File: config.mk
export PLATFORM = sky130hd
export DESIGN_NAME = task_scan_timing_monitor_flat
export DESIGN_NICKNAME = d
export VERILOG_FILES = /design/src/rtl/tstm_pkg.sv /design/src/rtl/tstm_if.sv /design/src/rtl/task_scan_timing_monitor.sv /design/src/flat_wrapper.sv
export SDC_FILE = /design/constraint.sdc
export NUM_CORES = 2
export LEC_CHECK = 0
export ABC_AREA = 1
export BUFFER_PORTS_ARGS = -buffer_cell sky130_fd_sc_hd__buf_2
export CELL_PAD_IN_SITES_DETAIL_PLACEMENT = 1
export CELL_PAD_IN_SITES_GLOBAL_PLACEMENT = 1
export CORE_MARGIN = 4
export CORE_UTILIZATION = 51
export DETAILED_ROUTE_END_ITERATION = 8
export HOLD_SLACK_MARGIN = 0.02
export PLACE_DENSITY_LB_ADDON = 0.1
export SYNTH_ARGS = -nofsm -noshare
export SYNTH_HDL_FRONTEND = slang
export SYNTH_SLANG_ARGS = --single-unit
File: constraint.sdc
create_clock -name clock -period 47.4 [get_ports clock]
set_input_delay 2.37 -clock clock [delete_from_list [all_inputs] [get_ports clock]]
set_output_delay 2.37 -clock clock [all_outputs]
set_load 0.02 [all_outputs]
File: src/rtl/tstm_pkg.sv
// Shared types, codes and constants of the task scan timing monitor.
// Used by the channel interfaces and the top level; depends on nothing.
package tstm_pkg;

   localparam int WORD_W    = 32;
   localparam int RESP_W    = 34;
   localparam int ADDR_W    = 5;
   localparam int CSR_W     = 32;

   localparam int PERIOD_W  = 19;
   localparam int WDM_W     = 5;
   localparam int LEVEL_W   = 3;
   localparam int PST_W     = 27;
   localparam int DELAY_W   = 20;

   typedef logic [1:0]        op_type;
   typedef logic [1:0]        stat_type;
   typedef logic [WORD_W-1:0] word_type;
   typedef logic [2:0]        reg_idx_type;

   // Operation codes of a request.
   localparam op_type OP_START  = 2'd0;
   localparam op_type OP_END    = 2'd1;
   localparam op_type OP_RECORD = 2'd2;
   localparam op_type OP_CLEAR  = 2'd3;

   // Status codes of a response.
   localparam stat_type STAT_OK       = 2'd0;
   localparam stat_type STAT_OVERRUN  = 2'd1;
   localparam stat_type STAT_DISABLED = 2'd2;

   // Register indexes on the configuration port.
   localparam reg_idx_type REG_PERIOD    = 3'd0;
   localparam reg_idx_type REG_WDM       = 3'd1;
   localparam reg_idx_type REG_ENABLE    = 3'd2;
   localparam reg_idx_type REG_LEVEL     = 3'd3;
   localparam reg_idx_type REG_PST       = 3'd4;
   localparam reg_idx_type REG_IN_DELAY  = 3'd5;
   localparam reg_idx_type REG_OUT_DELAY = 3'd6;
   localparam reg_idx_type REG_NET       = 3'd7;

   // Integrity level codes.
   localparam logic [LEVEL_W-1:0] LEVEL_1 = 3'd1;
   localparam logic [LEVEL_W-1:0] LEVEL_2 = 3'd2;
   localparam logic [LEVEL_W-1:0] LEVEL_3 = 3'd3;
   localparam logic [LEVEL_W-1:0] LEVEL_4 = 3'd4;

   // Register values after reset.
   localparam logic [PERIOD_W-1:0] PERIOD_RST = 19'd10000;
   localparam logic [WDM_W-1:0]    WDM_RST    = 5'd3;
   localparam logic                ENABLE_RST = 1'b1;
   localparam logic [LEVEL_W-1:0]  LEVEL_RST  = 3'd3;
   localparam logic [PST_W-1:0]    PST_RST    = 27'd100000;

   typedef struct packed {
      stat_type                status;
      word_type                execution_time;
      word_type                min_execution;
      word_type                max_execution;
      word_type                avg_execution;
      word_type                healthy_run;
      word_type                overrun_total;
      word_type                completed_scans;
      word_type                last_overrun_scan;
      word_type                max_logic;
      logic                    timing_ok;
      logic [RESP_W-1:0]       max_response;
   } rsp_data_type;

endpackage

File: src/rtl/tstm_if.sv
// Valid/ready channel interfaces of the task scan timing monitor.
// Depends on tstm_pkg for the field types.
interface tstm_req_if;
   import tstm_pkg::*;

   logic     valid;
   logic     ready;
   op_type   operation;
   word_type timestamp;
   word_type input_copy_time;
   word_type logic_time;
   word_type output_copy_time;
   word_type cross_check_time;

   modport source (output valid, output operation, output timestamp,
                   output input_copy_time, output logic_time,
                   output output_copy_time, output cross_check_time,
                   input ready);
   modport sink   (input valid, input operation, input timestamp,
                   input input_copy_time, input logic_time,
                   input output_copy_time, input cross_check_time,
                   output ready);
endinterface

interface tstm_rsp_if;
   import tstm_pkg::*;

   logic              valid;
   logic              ready;
   stat_type          status;
   word_type          execution_time;
   word_type          min_execution;
   word_type          max_execution;
   word_type          avg_execution;
   word_type          healthy_run;
   word_type          overrun_total;
   word_type          completed_scans;
   word_type          last_overrun_scan;
   word_type          max_logic;
   logic              timing_ok;
   logic [RESP_W-1:0] max_response;

   modport source (output valid, output status, output execution_time,
                   output min_execution, output max_execution,
                   output avg_execution, output healthy_run,
                   output overrun_total, output completed_scans,
                   output last_overrun_scan, output max_logic,
                   output timing_ok, output max_response, input ready);
   modport sink   (input valid, input status, input execution_time,
                   input min_execution, input max_execution,
                   input avg_execution, input healthy_run,
                   input overrun_total, input completed_scans,
                   input last_overrun_scan, input max_logic,
                   input timing_ok, input max_response, output ready);
endinterface

File: src/rtl/task_scan_timing_monitor.sv
// Sequence: an accepted request passes through the execute, finish-sum and finish-compare
// states before its response is loaded into the output register; an end request (unless the
// scan count wrapped) first runs the byte-serial multiply and bit-serial restoring divide.
// A new request is taken only once the previous one has left the sequencer.
// Reset is synchronous and active high; it restores the register defaults and clears
// all statistics (minimum to all ones). There is no clearing pass.
//
// Top level of the task scan timing monitor; depends on tstm_pkg and tstm_if.
module task_scan_timing_monitor (
   input  logic                          clock,
   input  logic                          reset,
   tstm_req_if.sink                      req_chan,
   tstm_rsp_if.source                    rsp_chan,
   input  logic                          psel,
   input  logic                          penable,
   input  logic                          pwrite,
   input  logic [tstm_pkg::ADDR_W-1:0]   paddr,
   input  logic [tstm_pkg::CSR_W-1:0]    pwdata,
   output logic [tstm_pkg::CSR_W-1:0]    prdata,
   output logic                          pready
);
   import tstm_pkg::*;

   // Sequencer states.
   localparam logic [2:0] S_IDLE    = 3'd0;
   localparam logic [2:0] S_EXEC    = 3'd1;
   localparam logic [2:0] S_MUL     = 3'd2;
   localparam logic [2:0] S_ADD     = 3'd3;
   localparam logic [2:0] S_DIV     = 3'd4;
   localparam logic [2:0] S_FIN_SUM = 3'd5;
   localparam logic [2:0] S_FIN_CMP = 3'd6;

   localparam int DIGIT_W = 8;

   // Configuration registers.
   logic [PERIOD_W-1:0] period_ff, period_in;
   logic [WDM_W-1:0]    wdm_ff, wdm_in;
   logic                enable_ff, enable_in;
   logic [LEVEL_W-1:0]  level_ff, level_in;
   logic [PST_W-1:0]    pst_ff, pst_in;
   logic [DELAY_W-1:0]  in_delay_ff, in_delay_in;
   logic [DELAY_W-1:0]  out_delay_ff, out_delay_in;
   logic [DELAY_W-1:0]  net_ff, net_in;

   // Captured request.
   op_type   op_ff, op_in;
   word_type ts_ff, ts_in;
   word_type phase_req_ff [4];
   word_type phase_req_in [4];

   // Monitor state.
   word_type next_start_ff, next_start_in;
   word_type scan_start_ff, scan_start_in;
   logic     overrun_flag_ff, overrun_flag_in;
   word_type phase_times_ff [4];
   word_type phase_times_in [4];
   word_type phase_max_ff [4];
   word_type phase_max_in [4];
   word_type scan_cnt_ff, scan_cnt_in;
   word_type ended_ff, ended_in;
   word_type min_ff, min_in;
   word_type max_ff, max_in;
   word_type avg_ff, avg_in;
   word_type healthy_ff, healthy_in;
   word_type overrun_cnt_ff, overrun_cnt_in;
   word_type overrun_scan_ff, overrun_scan_in;
   word_type last_exec_ff, last_exec_in;
   stat_type status_ff, status_in;

   // Average datapath: byte-serial multiply, then bit-serial divide.
   word_type                et_ff, et_in;
   word_type                n_ff, n_in;
   word_type                mdig_ff, mdig_in;
   logic [2*WORD_W-1:0]     prod_ff, prod_in;
   word_type                rem_ff, rem_in;
   word_type                quot_ff, quot_in;
   logic [4:0]              cnt_ff, cnt_in;

   // Verdict and response time.
   logic [RESP_W:0]         resp_sum_ff, resp_sum_in;
   logic [PST_W+3:0]        margin_ff, margin_in;
   logic                    level_ok_ff, level_ok_in;
   logic [RESP_W-1:0]       max_resp_ff, max_resp_in;

   // Control and output stage.
   logic [2:0]              state_ff, state_in;
   logic                    rsp_valid_ff, rsp_valid_in;
   rsp_data_type            rsp_data_ff, rsp_data_in;

   // Combinational helpers.
   logic                    csr_write;
   logic                    req_take;
   logic [PERIOD_W+WDM_W-1:0] timeout;
   word_type                late_gap;
   logic                    late;
   word_type                et_calc;
   word_type                n_calc;
   logic [WORD_W+DIGIT_W-1:0] partial;
   logic [2*WORD_W-1:0]     acc;
   logic [WORD_W:0]         trial;
   logic                    trial_ge;
   word_type                trial_rem;

   assign pready    = 1'b1;
   assign csr_write = psel && penable && pwrite && pready;
   assign req_chan.ready = (state_ff == S_IDLE);
   assign req_take  = req_chan.valid && req_chan.ready;

   // Read-back of the configuration registers.
   always_comb begin
      case (paddr[ADDR_W-1:2])
         REG_PERIOD:    prdata = CSR_W'(period_ff);
         REG_WDM:       prdata = CSR_W'(wdm_ff);
         REG_ENABLE:    prdata = CSR_W'(enable_ff);
         REG_LEVEL:     prdata = CSR_W'(level_ff);
         REG_PST:       prdata = CSR_W'(pst_ff);
         REG_IN_DELAY:  prdata = CSR_W'(in_delay_ff);
         REG_OUT_DELAY: prdata = CSR_W'(out_delay_ff);
         REG_NET:       prdata = CSR_W'(net_ff);
         default:       prdata = '0;
      endcase
   end

   // Start check: a start is late when it trails the scheduled start by more than
   // the watchdog timeout. A zero scheduled start disables the check, as before the first scan.
   assign timeout  = (PERIOD_W+WDM_W)'(period_ff) * (PERIOD_W+WDM_W)'(wdm_ff);
   assign late_gap = ts_ff - next_start_ff;
   assign late     = (next_start_ff != '0) && (ts_ff > next_start_ff) &&
                     (late_gap > WORD_W'(timeout));

   // When the timer wrapped during the scan, the period stands in for the
   // execution time.
   assign et_calc = (ts_ff >= scan_start_ff) ? (ts_ff - scan_start_ff)
                                             : WORD_W'(period_ff);
   assign n_calc  = ended_ff + 1'b1;

   // One byte of the old scan count times the old average per cycle, most
   // significant byte first.
   assign partial = (WORD_W+DIGIT_W)'(avg_ff) *
                    (WORD_W+DIGIT_W)'(mdig_ff[WORD_W-1 -: DIGIT_W]);
   assign acc     = prod_ff + (2*WORD_W)'(et_ff);

   // Restoring divide step. The remainder stays below the divisor, so the trial
   // value fits one bit more than a word.
   assign trial     = {rem_ff, quot_ff[WORD_W-1]};
   assign trial_ge  = (trial >= {1'b0, n_ff});
   assign trial_rem = trial_ge ? WORD_W'(trial - {1'b0, n_ff}) : trial[WORD_W-1:0];

   always_comb begin
      period_in       = period_ff;
      wdm_in          = wdm_ff;
      enable_in       = enable_ff;
      level_in        = level_ff;
      pst_in          = pst_ff;
      in_delay_in     = in_delay_ff;
      out_delay_in    = out_delay_ff;
      net_in          = net_ff;
      op_in           = op_ff;
      ts_in           = ts_ff;
      phase_req_in    = phase_req_ff;
      next_start_in   = next_start_ff;
      scan_start_in   = scan_start_ff;
      overrun_flag_in = overrun_flag_ff;
      phase_times_in  = phase_times_ff;
      phase_max_in    = phase_max_ff;
      scan_cnt_in     = scan_cnt_ff;
      ended_in        = ended_ff;
      min_in          = min_ff;
      max_in          = max_ff;
      avg_in          = avg_ff;
      healthy_in      = healthy_ff;
      overrun_cnt_in  = overrun_cnt_ff;
      overrun_scan_in = overrun_scan_ff;
      last_exec_in    = last_exec_ff;
      status_in       = status_ff;
      et_in           = et_ff;
      n_in            = n_ff;
      mdig_in         = mdig_ff;
      prod_in         = prod_ff;
      rem_in          = rem_ff;
      quot_in         = quot_ff;
      cnt_in          = cnt_ff;
      resp_sum_in     = resp_sum_ff;
      margin_in       = margin_ff;
      level_ok_in     = level_ok_ff;
      max_resp_in     = max_resp_ff;
      state_in        = state_ff;
      rsp_valid_in    = rsp_valid_ff && !rsp_chan.ready;
      rsp_data_in     = rsp_data_ff;

      // Writes must arrive only while the sequencer is idle; the block itself does not enforce it.
      if (csr_write) begin
         case (paddr[ADDR_W-1:2])
            REG_PERIOD:    period_in    = pwdata[PERIOD_W-1:0];
            REG_WDM:       wdm_in       = pwdata[WDM_W-1:0];
            REG_ENABLE:    enable_in    = pwdata[0];
            REG_LEVEL:     level_in     = pwdata[LEVEL_W-1:0];
            REG_PST:       pst_in       = pwdata[PST_W-1:0];
            REG_IN_DELAY:  in_delay_in  = pwdata[DELAY_W-1:0];
            REG_OUT_DELAY: out_delay_in = pwdata[DELAY_W-1:0];
            REG_NET:       net_in       = pwdata[DELAY_W-1:0];
            default: ;
         endcase
      end

      case (state_ff)
         S_IDLE: begin
            if (req_take) begin
               op_in           = req_chan.operation;
               ts_in           = req_chan.timestamp;
               phase_req_in[0] = req_chan.input_copy_time;
               phase_req_in[1] = req_chan.logic_time;
               phase_req_in[2] = req_chan.output_copy_time;
               phase_req_in[3] = req_chan.cross_check_time;
               state_in        = S_EXEC;
            end
         end
         S_EXEC: begin
            status_in = STAT_OK;
            state_in  = S_FIN_SUM;
            case (op_ff)
               OP_START: begin
                  if (!enable_ff) begin
                     status_in = STAT_DISABLED;
                  end else if (late) begin
                     overrun_cnt_in  = overrun_cnt_ff + 1'b1;
                     overrun_scan_in = scan_cnt_ff;
                     overrun_flag_in = 1'b1;
                     status_in       = STAT_OVERRUN;
                  end else begin
                     scan_start_in   = ts_ff;
                     overrun_flag_in = 1'b0;
                     next_start_in   = ts_ff + WORD_W'(period_ff);
                  end
               end
               OP_END: begin
                  last_exec_in = et_calc;
                  et_in        = et_calc;
                  ended_in     = n_calc;
                  scan_cnt_in  = scan_cnt_ff + 1'b1;
                  if (et_calc > max_ff) begin
                     max_in = et_calc;
                  end
                  if (et_calc < min_ff) begin
                     min_in = et_calc;
                  end
                  for (int i = 0; i < 4; i++) begin
                     if (phase_times_ff[i] > phase_max_ff[i]) begin
                        phase_max_in[i] = phase_times_ff[i];
                     end
                  end
                  healthy_in = overrun_flag_ff ? '0 : healthy_ff + 1'b1;
                  n_in       = n_calc;
                  mdig_in    = ended_ff;
                  prod_in    = '0;
                  cnt_in     = '0;
                  // A wrapped scan count restarts the average at this scan.
                  if (n_calc == '0) begin
                     avg_in = et_calc;
                  end else begin
                     state_in = S_MUL;
                  end
               end
               OP_RECORD: begin
                  phase_times_in = phase_req_ff;
               end
               OP_CLEAR: begin
                  max_in     = '0;
                  min_in     = '1;
                  avg_in     = '0;
                  healthy_in = '0;
                  for (int i = 0; i < 4; i++) begin
                     phase_max_in[i] = '0;
                  end
               end
               default: ;
            endcase
         end
         S_MUL: begin
            prod_in = {prod_ff[2*WORD_W-DIGIT_W-1:0], {DIGIT_W{1'b0}}} +
                      (2*WORD_W)'(partial);
            mdig_in = {mdig_ff[WORD_W-DIGIT_W-1:0], {DIGIT_W{1'b0}}};
            cnt_in  = cnt_ff + 1'b1;
            if (cnt_ff[1:0] == 2'd3) begin
               state_in = S_ADD;
            end
         end
         S_ADD: begin
            rem_in   = acc[2*WORD_W-1:WORD_W];
            quot_in  = acc[WORD_W-1:0];
            cnt_in   = '0;
            state_in = S_DIV;
         end
         S_DIV: begin
            rem_in  = trial_rem;
            quot_in = {quot_ff[WORD_W-2:0], trial_ge};
            cnt_in  = cnt_ff + 1'b1;
            if (cnt_ff == 5'd31) begin
               avg_in   = {quot_ff[WORD_W-2:0], trial_ge};
               state_in = S_FIN_SUM;
            end
         end
         S_FIN_SUM: begin
            // Verdict response excludes the module delays; the reported response
            // time includes them and only the cross-check maximum.
            resp_sum_in = (RESP_W+1)'({period_ff, 1'b0}) +
                          (RESP_W+1)'(phase_max_ff[0]) +
                          (RESP_W+1)'(phase_max_ff[2]) +
                          (RESP_W+1)'(phase_max_ff[3]);
            max_resp_in = RESP_W'({period_ff, 1'b0}) + RESP_W'(in_delay_ff) +
                          RESP_W'(out_delay_ff) + RESP_W'(net_ff) +
                          RESP_W'(phase_max_ff[3]);
            level_ok_in = 1'b1;
            case (level_ff)
               LEVEL_1: margin_in = (PST_W+4)'({pst_ff, 3'b000}) +
                                    (PST_W+4)'({pst_ff, 1'b0});
               LEVEL_2: margin_in = (PST_W+4)'({pst_ff, 2'b00}) + (PST_W+4)'(pst_ff);
               LEVEL_3: margin_in = (PST_W+4)'({pst_ff, 1'b0});
               LEVEL_4: margin_in = (PST_W+4)'(pst_ff);
               default: begin
                  margin_in   = '0;
                  level_ok_in = 1'b0;
               end
            endcase
            state_in = S_FIN_CMP;
         end
         S_FIN_CMP: begin
            // Hold here until the output register is free.
            if (!rsp_valid_ff || rsp_chan.ready) begin
               rsp_valid_in                  = 1'b1;
               rsp_data_in.status            = status_ff;
               rsp_data_in.execution_time    = last_exec_ff;
               rsp_data_in.min_execution     = min_ff;
               rsp_data_in.max_execution     = max_ff;
               rsp_data_in.avg_execution     = avg_ff;
               rsp_data_in.healthy_run       = healthy_ff;
               rsp_data_in.overrun_total     = overrun_cnt_ff;
               rsp_data_in.completed_scans   = ended_ff;
               rsp_data_in.last_overrun_scan = overrun_scan_ff;
               rsp_data_in.max_logic         = phase_max_ff[1];
               rsp_data_in.timing_ok         = level_ok_ff &&
                                               (resp_sum_ff <= (RESP_W+1)'(margin_ff));
               rsp_data_in.max_response      = max_resp_ff;
               state_in                      = S_IDLE;
            end
         end
         default: begin
            state_in = S_IDLE;
         end
      endcase
   end

   // Control and statistics registers.
   always_ff @(posedge clock) begin
      if (reset) begin
         period_ff       <= PERIOD_RST;
         wdm_ff          <= WDM_RST;
         enable_ff       <= ENABLE_RST;
         level_ff        <= LEVEL_RST;
         pst_ff          <= PST_RST;
         in_delay_ff     <= '0;
         out_delay_ff    <= '0;
         net_ff          <= '0;
         next_start_ff   <= '0;
         scan_start_ff   <= '0;
         overrun_flag_ff <= 1'b0;
         for (int i = 0; i < 4; i++) begin
            phase_times_ff[i] <= '0;
            phase_max_ff[i]   <= '0;
         end
         scan_cnt_ff     <= '0;
         ended_ff        <= '0;
         min_ff          <= '1;
         max_ff          <= '0;
         avg_ff          <= '0;
         healthy_ff      <= '0;
         overrun_cnt_ff  <= '0;
         overrun_scan_ff <= '0;
         last_exec_ff    <= '0;
         state_ff        <= S_IDLE;
         rsp_valid_ff    <= 1'b0;
      end else begin
         period_ff       <= period_in;
         wdm_ff          <= wdm_in;
         enable_ff       <= enable_in;
         level_ff        <= level_in;
         pst_ff          <= pst_in;
         in_delay_ff     <= in_delay_in;
         out_delay_ff    <= out_delay_in;
         net_ff          <= net_in;
         next_start_ff   <= next_start_in;
         scan_start_ff   <= scan_start_in;
         overrun_flag_ff <= overrun_flag_in;
         phase_times_ff  <= phase_times_in;
         phase_max_ff    <= phase_max_in;
         scan_cnt_ff     <= scan_cnt_in;
         ended_ff        <= ended_in;
         min_ff          <= min_in;
         max_ff          <= max_in;
         avg_ff          <= avg_in;
         healthy_ff      <= healthy_in;
         overrun_cnt_ff  <= overrun_cnt_in;
         overrun_scan_ff <= overrun_scan_in;
         last_exec_ff    <= last_exec_in;
         state_ff        <= state_in;
         rsp_valid_ff    <= rsp_valid_in;
      end
   end

   // Datapath registers carry no reset.
   always_ff @(posedge clock) begin
      op_ff        <= op_in;
      ts_ff        <= ts_in;
      phase_req_ff <= phase_req_in;
      status_ff    <= status_in;
      et_ff        <= et_in;
      n_ff         <= n_in;
      mdig_ff      <= mdig_in;
      prod_ff      <= prod_in;
      rem_ff       <= rem_in;
      quot_ff      <= quot_in;
      cnt_ff       <= cnt_in;
      resp_sum_ff  <= resp_sum_in;
      margin_ff    <= margin_in;
      level_ok_ff  <= level_ok_in;
      max_resp_ff  <= max_resp_in;
      rsp_data_ff  <= rsp_data_in;
   end

   assign rsp_chan.valid             = rsp_valid_ff;
   assign rsp_chan.status            = rsp_data_ff.status;
   assign rsp_chan.execution_time    = rsp_data_ff.execution_time;
   assign rsp_chan.min_execution     = rsp_data_ff.min_execution;
   assign rsp_chan.max_execution     = rsp_data_ff.max_execution;
   assign rsp_chan.avg_execution     = rsp_data_ff.avg_execution;
   assign rsp_chan.healthy_run       = rsp_data_ff.healthy_run;
   assign rsp_chan.overrun_total     = rsp_data_ff.overrun_total;
   assign rsp_chan.completed_scans   = rsp_data_ff.completed_scans;
   assign rsp_chan.last_overrun_scan = rsp_data_ff.last_overrun_scan;
   assign rsp_chan.max_logic         = rsp_data_ff.max_logic;
   assign rsp_chan.timing_ok         = rsp_data_ff.timing_ok;
   assign rsp_chan.max_response      = rsp_data_ff.max_response;

   // The divide remainder must stay below the divisor, or the quotient overflows.
   a_rem_below_divisor: assert property (@(posedge clock) disable iff (reset)
      (state_ff == S_DIV) |-> (rem_ff < n_ff))
      else $error("divide remainder not below divisor");

   // Once any scan has set the minimum, it cannot exceed the maximum.
   a_min_le_max: assert property (@(posedge clock) disable iff (reset)
      (min_ff != '1) |-> (min_ff <= max_ff))
      else $error("minimum execution time above maximum");

   // The multiply takes exactly four byte steps before the final add.
   a_mul_four_steps: assert property (@(posedge clock) disable iff (reset)
      (state_ff == S_MUL && cnt_ff[1:0] == 2'd3) |=> (state_ff == S_ADD))
      else $error("multiply did not hand over to the add after four steps");

   // A response is only loaded while leaving the finish state.
   a_load_on_finish: assert property (@(posedge clock) disable iff (reset)
      (state_ff == S_FIN_CMP && (!rsp_valid_ff || rsp_chan.ready))
      |=> (rsp_valid_ff && state_ff == S_IDLE))
      else $error("finished request did not reach the output register");

endmodule

File: src/flat_wrapper.sv
// flat-port wrapper written by rule: the top's interface ports become plain ports
module task_scan_timing_monitor_flat import tstm_pkg::*;
  (clock, reset, psel, penable, pwrite, paddr, pwdata, prdata, pready, req_chan_valid, req_chan_operation, req_chan_timestamp, req_chan_input_copy_time, req_chan_logic_time, req_chan_output_copy_time, req_chan_cross_check_time, req_chan_ready, rsp_chan_valid, rsp_chan_status, rsp_chan_execution_time, rsp_chan_min_execution, rsp_chan_max_execution, rsp_chan_avg_execution, rsp_chan_healthy_run, rsp_chan_overrun_total, rsp_chan_completed_scans, rsp_chan_last_overrun_scan, rsp_chan_max_logic, rsp_chan_timing_ok, rsp_chan_max_response, rsp_chan_ready);
  tstm_req_if req_chan_i ();
  tstm_rsp_if rsp_chan_i ();
  input  logic clock;
  input  logic reset;
  input  logic psel;
  input  logic penable;
  input  logic pwrite;
  input  logic [tstm_pkg::ADDR_W-1:0] paddr;
  input  logic [tstm_pkg::CSR_W-1:0] pwdata;
  output logic [tstm_pkg::CSR_W-1:0] prdata;
  output logic pready;
  input wire logic [$bits(req_chan_i.valid)-1:0] req_chan_valid;
  input wire logic [$bits(req_chan_i.operation)-1:0] req_chan_operation;
  input wire logic [$bits(req_chan_i.timestamp)-1:0] req_chan_timestamp;
  input wire logic [$bits(req_chan_i.input_copy_time)-1:0] req_chan_input_copy_time;
  input wire logic [$bits(req_chan_i.logic_time)-1:0] req_chan_logic_time;
  input wire logic [$bits(req_chan_i.output_copy_time)-1:0] req_chan_output_copy_time;
  input wire logic [$bits(req_chan_i.cross_check_time)-1:0] req_chan_cross_check_time;
  output wire logic [$bits(req_chan_i.ready)-1:0] req_chan_ready;
  output wire logic [$bits(rsp_chan_i.valid)-1:0] rsp_chan_valid;
  output wire logic [$bits(rsp_chan_i.status)-1:0] rsp_chan_status;
  output wire logic [$bits(rsp_chan_i.execution_time)-1:0] rsp_chan_execution_time;
  output wire logic [$bits(rsp_chan_i.min_execution)-1:0] rsp_chan_min_execution;
  output wire logic [$bits(rsp_chan_i.max_execution)-1:0] rsp_chan_max_execution;
  output wire logic [$bits(rsp_chan_i.avg_execution)-1:0] rsp_chan_avg_execution;
  output wire logic [$bits(rsp_chan_i.healthy_run)-1:0] rsp_chan_healthy_run;
  output wire logic [$bits(rsp_chan_i.overrun_total)-1:0] rsp_chan_overrun_total;
  output wire logic [$bits(rsp_chan_i.completed_scans)-1:0] rsp_chan_completed_scans;
  output wire logic [$bits(rsp_chan_i.last_overrun_scan)-1:0] rsp_chan_last_overrun_scan;
  output wire logic [$bits(rsp_chan_i.max_logic)-1:0] rsp_chan_max_logic;
  output wire logic [$bits(rsp_chan_i.timing_ok)-1:0] rsp_chan_timing_ok;
  output wire logic [$bits(rsp_chan_i.max_response)-1:0] rsp_chan_max_response;
  input wire logic [$bits(rsp_chan_i.ready)-1:0] rsp_chan_ready;
  assign req_chan_i.valid = req_chan_valid;
  assign req_chan_i.operation = req_chan_operation;
  assign req_chan_i.timestamp = req_chan_timestamp;
  assign req_chan_i.input_copy_time = req_chan_input_copy_time;
  assign req_chan_i.logic_time = req_chan_logic_time;
  assign req_chan_i.output_copy_time = req_chan_output_copy_time;
  assign req_chan_i.cross_check_time = req_chan_cross_check_time;
  assign req_chan_ready = req_chan_i.ready;
  assign rsp_chan_valid = rsp_chan_i.valid;
  assign rsp_chan_status = rsp_chan_i.status;
  assign rsp_chan_execution_time = rsp_chan_i.execution_time;
  assign rsp_chan_min_execution = rsp_chan_i.min_execution;
  assign rsp_chan_max_execution = rsp_chan_i.max_execution;
  assign rsp_chan_avg_execution = rsp_chan_i.avg_execution;
  assign rsp_chan_healthy_run = rsp_chan_i.healthy_run;
  assign rsp_chan_overrun_total = rsp_chan_i.overrun_total;
  assign rsp_chan_completed_scans = rsp_chan_i.completed_scans;
  assign rsp_chan_last_overrun_scan = rsp_chan_i.last_overrun_scan;
  assign rsp_chan_max_logic = rsp_chan_i.max_logic;
  assign rsp_chan_timing_ok = rsp_chan_i.timing_ok;
  assign rsp_chan_max_response = rsp_chan_i.max_response;
  assign rsp_chan_i.ready = rsp_chan_ready;
  task_scan_timing_monitor u_core (.clock(clock), .reset(reset), .req_chan(req_chan_i), .rsp_chan(rsp_chan_i), .psel(psel), .penable(penable), .pwrite(pwrite), .paddr(paddr), .pwdata(pwdata), .prdata(prdata), .pready(pready));
endmodule
==> Flow_metrics.wiki <==
{| class="wikitable"
! Metric !! Value
|-
| Result of the run || finished, final reports clean
|-
| Routed wire length || 319300 um
|-
| Library cell appearing most often on the critical path || sky130_fd_sc_hd__nand2_1
|-
| Leading post-synthesis cells by cell area || sky130_fd_sc_hd__edfxtp_1 (27%), sky130_fd_sc_hd__dfxtp_1 (16%), sky130_fd_sc_hd__ha_1 (8.5%), sky130_fd_sc_hd__fa_1 (7.5%), sky130_fd_sc_hd__nand2_1 (7.3%)
|-
| Highest-count cells in the layout ignoring fill and taps || sky130_fd_sc_hd__nand2_1 (1781), sky130_fd_sc_hd__inv_1 (1634), sky130_fd_sc_hd__nor2_1 (1046), sky130_fd_sc_hd__a21oi_1 (964), sky130_fd_sc_hd__edfxtp_1 (816)
|-
| Clock root cell || sky130_fd_sc_hd__clkbuf_16
|-
| Area growth from synthesis to layout || 11.90%
|-
| Worst Hold End || u_core.rsp_chan.max_response[26]
|-
| Clock tree from TritonCTS || done
|-
| GRT Util Overall || 33.59%
|-
| Synth Cell Area || 0.09180 mm^2
|-
| Number of global-route vias before repair || 83510
|-
| Iteration-0 DRC Markers || 4738
|-
| Cell with the largest stage delay on the worst path || sky130_fd_sc_hd__dfxtp_1
|-
| Fraction of layout instances using a drive strength above 1 || 9.056%
|-
| Clock-pin transition on the worst setup and hold timing paths || 0.06 ns
|-
| Count of maximum capacitance violations || 0
|-
| Final Hold Fails || 0
|-
| Clk Latency, worst-skew pair || 0.87 ns
|-
| Clock period minus final worst setup slack || 8.510 ns
|-
| Final count of negative-setup-slack endpoints || 0
|-
| Level count of the clock H-tree || 4
|-
| Post-route worst hold slack || 0.4127 ns
|-
| Flops & latches, synth || 1544
|-
| Transition time at the pin with the least slew margin || 1.210 ns
|-
| Detailed-route wire length per cell || 23.37 um
|-
| Worst-path maximum fanout || 66
|-
| Highest ir drop seen on vdd || 0.00006473 V
|-
| Largest stage delay on the critical path || 0.92 ns
|-
| Placer congestion estimate || 0.9343
|-
| Type of the most critical hold path || reg -> reg
|-
| FILL cells || 21190
|-
| Die width || 432.3 um
|-
| Setup crit start kind || flip-flop
|-
| Count of cell types in the netlist || 65
|-
| Routed Antenna Nets || 0
|-
| Wire length of the first global-routing pass || 485900 um
|-
| Sequential area share after synthesis || 42.57%
|-
| Cell type with the largest total area after synthesis || sky130_fd_sc_hd__edfxtp_1
|-
| Worst hold path depth || 0
|-
| Number of buffer and inverter stages on the critical path || 2
|-
| Cts-stage hold buffer count || 0
|-
| PostCTS Resize Cnt || 0
|-
| Origin of the worst min-delay path || u_core.max_resp_ff[26]
|-
| Most frequent standard cell in the layout excluding fill and tap cells || sky130_fd_sc_hd__nand2_1
|-
| Via-to-Cell Ratio || 5.723
|-
| Power density over the cells || 55.14 mW/mm^2
|-
| Design Power || 5664 uW
|-
| Family with the most delay on the worst path || simple AND/OR/NAND/NOR gates
|-
| Main flop type after synthesis || sky130_fd_sc_hd__edfxtp_1
|-
| Number of placement rows || 155
|-
| Leakage power total || 0.04590 uW
|-
| Total I/O pin count || 566
|-
| Worst Clk Skew || 0.05842 ns
|-
| Post-synthesis async set-or-reset flop share || 0%
|-
| Maximum clock path buffer count || 3
|-
| Synthesized instance count || 10710
|-
| # DRC || 0
|-
| Required time at the worst-slack endpoint || 48.11 ns
|-
| Category of the most critical setup path || reg -> reg
|-
| Post-Layout Cell Count || 13660
|-
| Total grt overflow || 0
|-
| Worst endpoint data arrival time || 9.22 ns
|-
| # Post-CTS Setup Buffers || 0
|-
| Syn avg cell area || 8.570 um^2
|-
| Number of enable-type register cells in the synthesized netlist || 816
|-
| Number of max-slew violations in the final report || 0
|-
| Number of warnings issued by yosys || 0
|-
| Final cycle utilization of the critical path || 17.95%
|-
| Die H || 432.3 um
|-
| Total die area || 0.1868 mm^2
|-
| Number of buffers added by the clock tree synthesis step || 174
|-
| Core Box Area || 0.1786 mm^2
|-
| Worst reg2reg endpoint || u_core.overrun_scan_ff[16]
|-
| Starting Density || 51.39%
|-
| Number of antenna violations at the first check in global routing || 41
|-
| Placed wire-length estimate || 239700 um
|-
| Accumulated negative setup slack || 0 ns
|-
| Pin count of the biggest net entering global routing || 178
|-
| Placed Instances || 13300
|-
| Synth top area share || 26.69%
|-
| # nets final || 12290
|-
| IO Port Bufs || 551
|-
| Setup slack, reg-to-reg || 38.89 ns
|-
| Detailed-router iteration count before antenna repair || 5
|-
| Achievable clock frequency || 117.5 MHz
|-
| Launch instance of the worst register-to-register path || u_core.wdm_ff[4]
|-
| Unrepaired setup endpoints after global routing || no
|-
| # clock sinks || 1544
|-
| CP endpoint kind || flip-flop
|-
| Reg2Reg Depth || 32
|-
| Relative slew slack || 19.01%
|-
| Vias || 78190
|}
logic make-up after synthesis:
group           Yosys count  synth area share [%]
compound gates         2219                 13.47
xor+xnor                327                 3.120
fa+ha+maj               964                 15.94
buf+inv                2054                 8.579
flops                  1544                 42.57
other cells               2              0.008181
simple gates           3601                 16.31
worst reg2reg max path, delay by kind of cell, from the launching register on:
kind	cells	cell delay [ns]
compound gates	9	1.90
xor+xnor	1	0.13
fa+ha+maj	5	2.31
buf+inv	2	0.43
flops	1	0.92
simple gates	15	2.70
metrics by stage:
step	util [%]	cell area (um^2)	worst slack, ns
2_1_floorplan	-	91820	30.64
4_1_cts	57.46	102600	39.01
6_report	57.51	102700	38.89
5_1_grt	57.51	102700	38.34
3_5_place_dp	54.12	96660	39.03
3_3_place_gp	54.12	96660	39.43
state kept, by name (all words and copies together) (netlist names), 33 cells and up:
| name | count |
|---|---|
| u_core.phase_req_ff | 128 |
| u_core.max_resp_ff | 33 |
| u_core.phase_max_ff | 128 |
| u_core.phase_times_ff | 128 |
| u_core.rsp_chan.max_response | 33 |
| u_core.prod_ff | 64 |
| u_core.resp_sum_ff | 34 |
where the power goes:
part / total [uW] / switching [uW] / internal [uW]
Clock: 1420 / 603 / 813
Sequential: 1840 / 169 / 1670
Combinational: 2410 / 1650 / 757
Total: 5660 / 2430 / 3240
routing by layer:
metal  up-vias  GRT usage [%]  part of all wire [%]
met5         -              0                     0
met4         0          21.97                   7.5
met3       805          4.134                   4.4
met2      2103          58.91                    50
met1     38900          38.67                    38
li1      36380              -                     -
cell type report:
cell class                      count  area (um^2)  share of cell area, %
Tap cell                         2355         2947                  2.869
Antenna cell                       34        85.08                0.08283
Clock inverter                    106         1156                  1.125
Inverter                         1652         6216                  6.051
Multi-Input combinational cell   7118        45040                  43.85
Timing Repair Buffer              631         3381                  3.291
Sequential cell                  1544        39080                  38.04
Clock buffer                      223         4818                  4.691
cell usage after synthesis (all sizes together), types with 35 or more instances:
cell and n:
o21ai 794, a21oi 979, o211ai 37, nand3 304
o21a 55, nand3b 35, fa 343, ha 621
clkbuf 340, nor2 1057, xor2 227, nand2 1800
buf 62, nor4 69, edfxtp 816, xnor2 100
inv 1646, a31oi 55, a211oi 94, dfxtp 728
nor3 138, nand4 149
worst max path at each step:
stage / slack [ns] / cells past startpoint / to / start
2_1_floorplan: 30.64 / 2 / u_core.rsp_chan.avg_execution[0] / rsp_chan_ready
3_5_place_dp: 39.03 / 32 / u_core.overrun_scan_ff[16] / u_core.wdm_ff[4]
5_1_grt: 38.34 / 32 / u_core.overrun_scan_ff[16] / u_core.wdm_ff[4]
4_1_cts: 39.01 / 32 / u_core.overrun_scan_ff[16] / u_core.wdm_ff[4]
3_3_place_gp: 39.43 / 32 / u_core.overrun_cnt_ff[1] / u_core.wdm_ff[4]
6_report: 38.89 / 32 / u_core.overrun_scan_ff[16] / u_core.wdm_ff[4]
(Power assumes the default switching activity.)
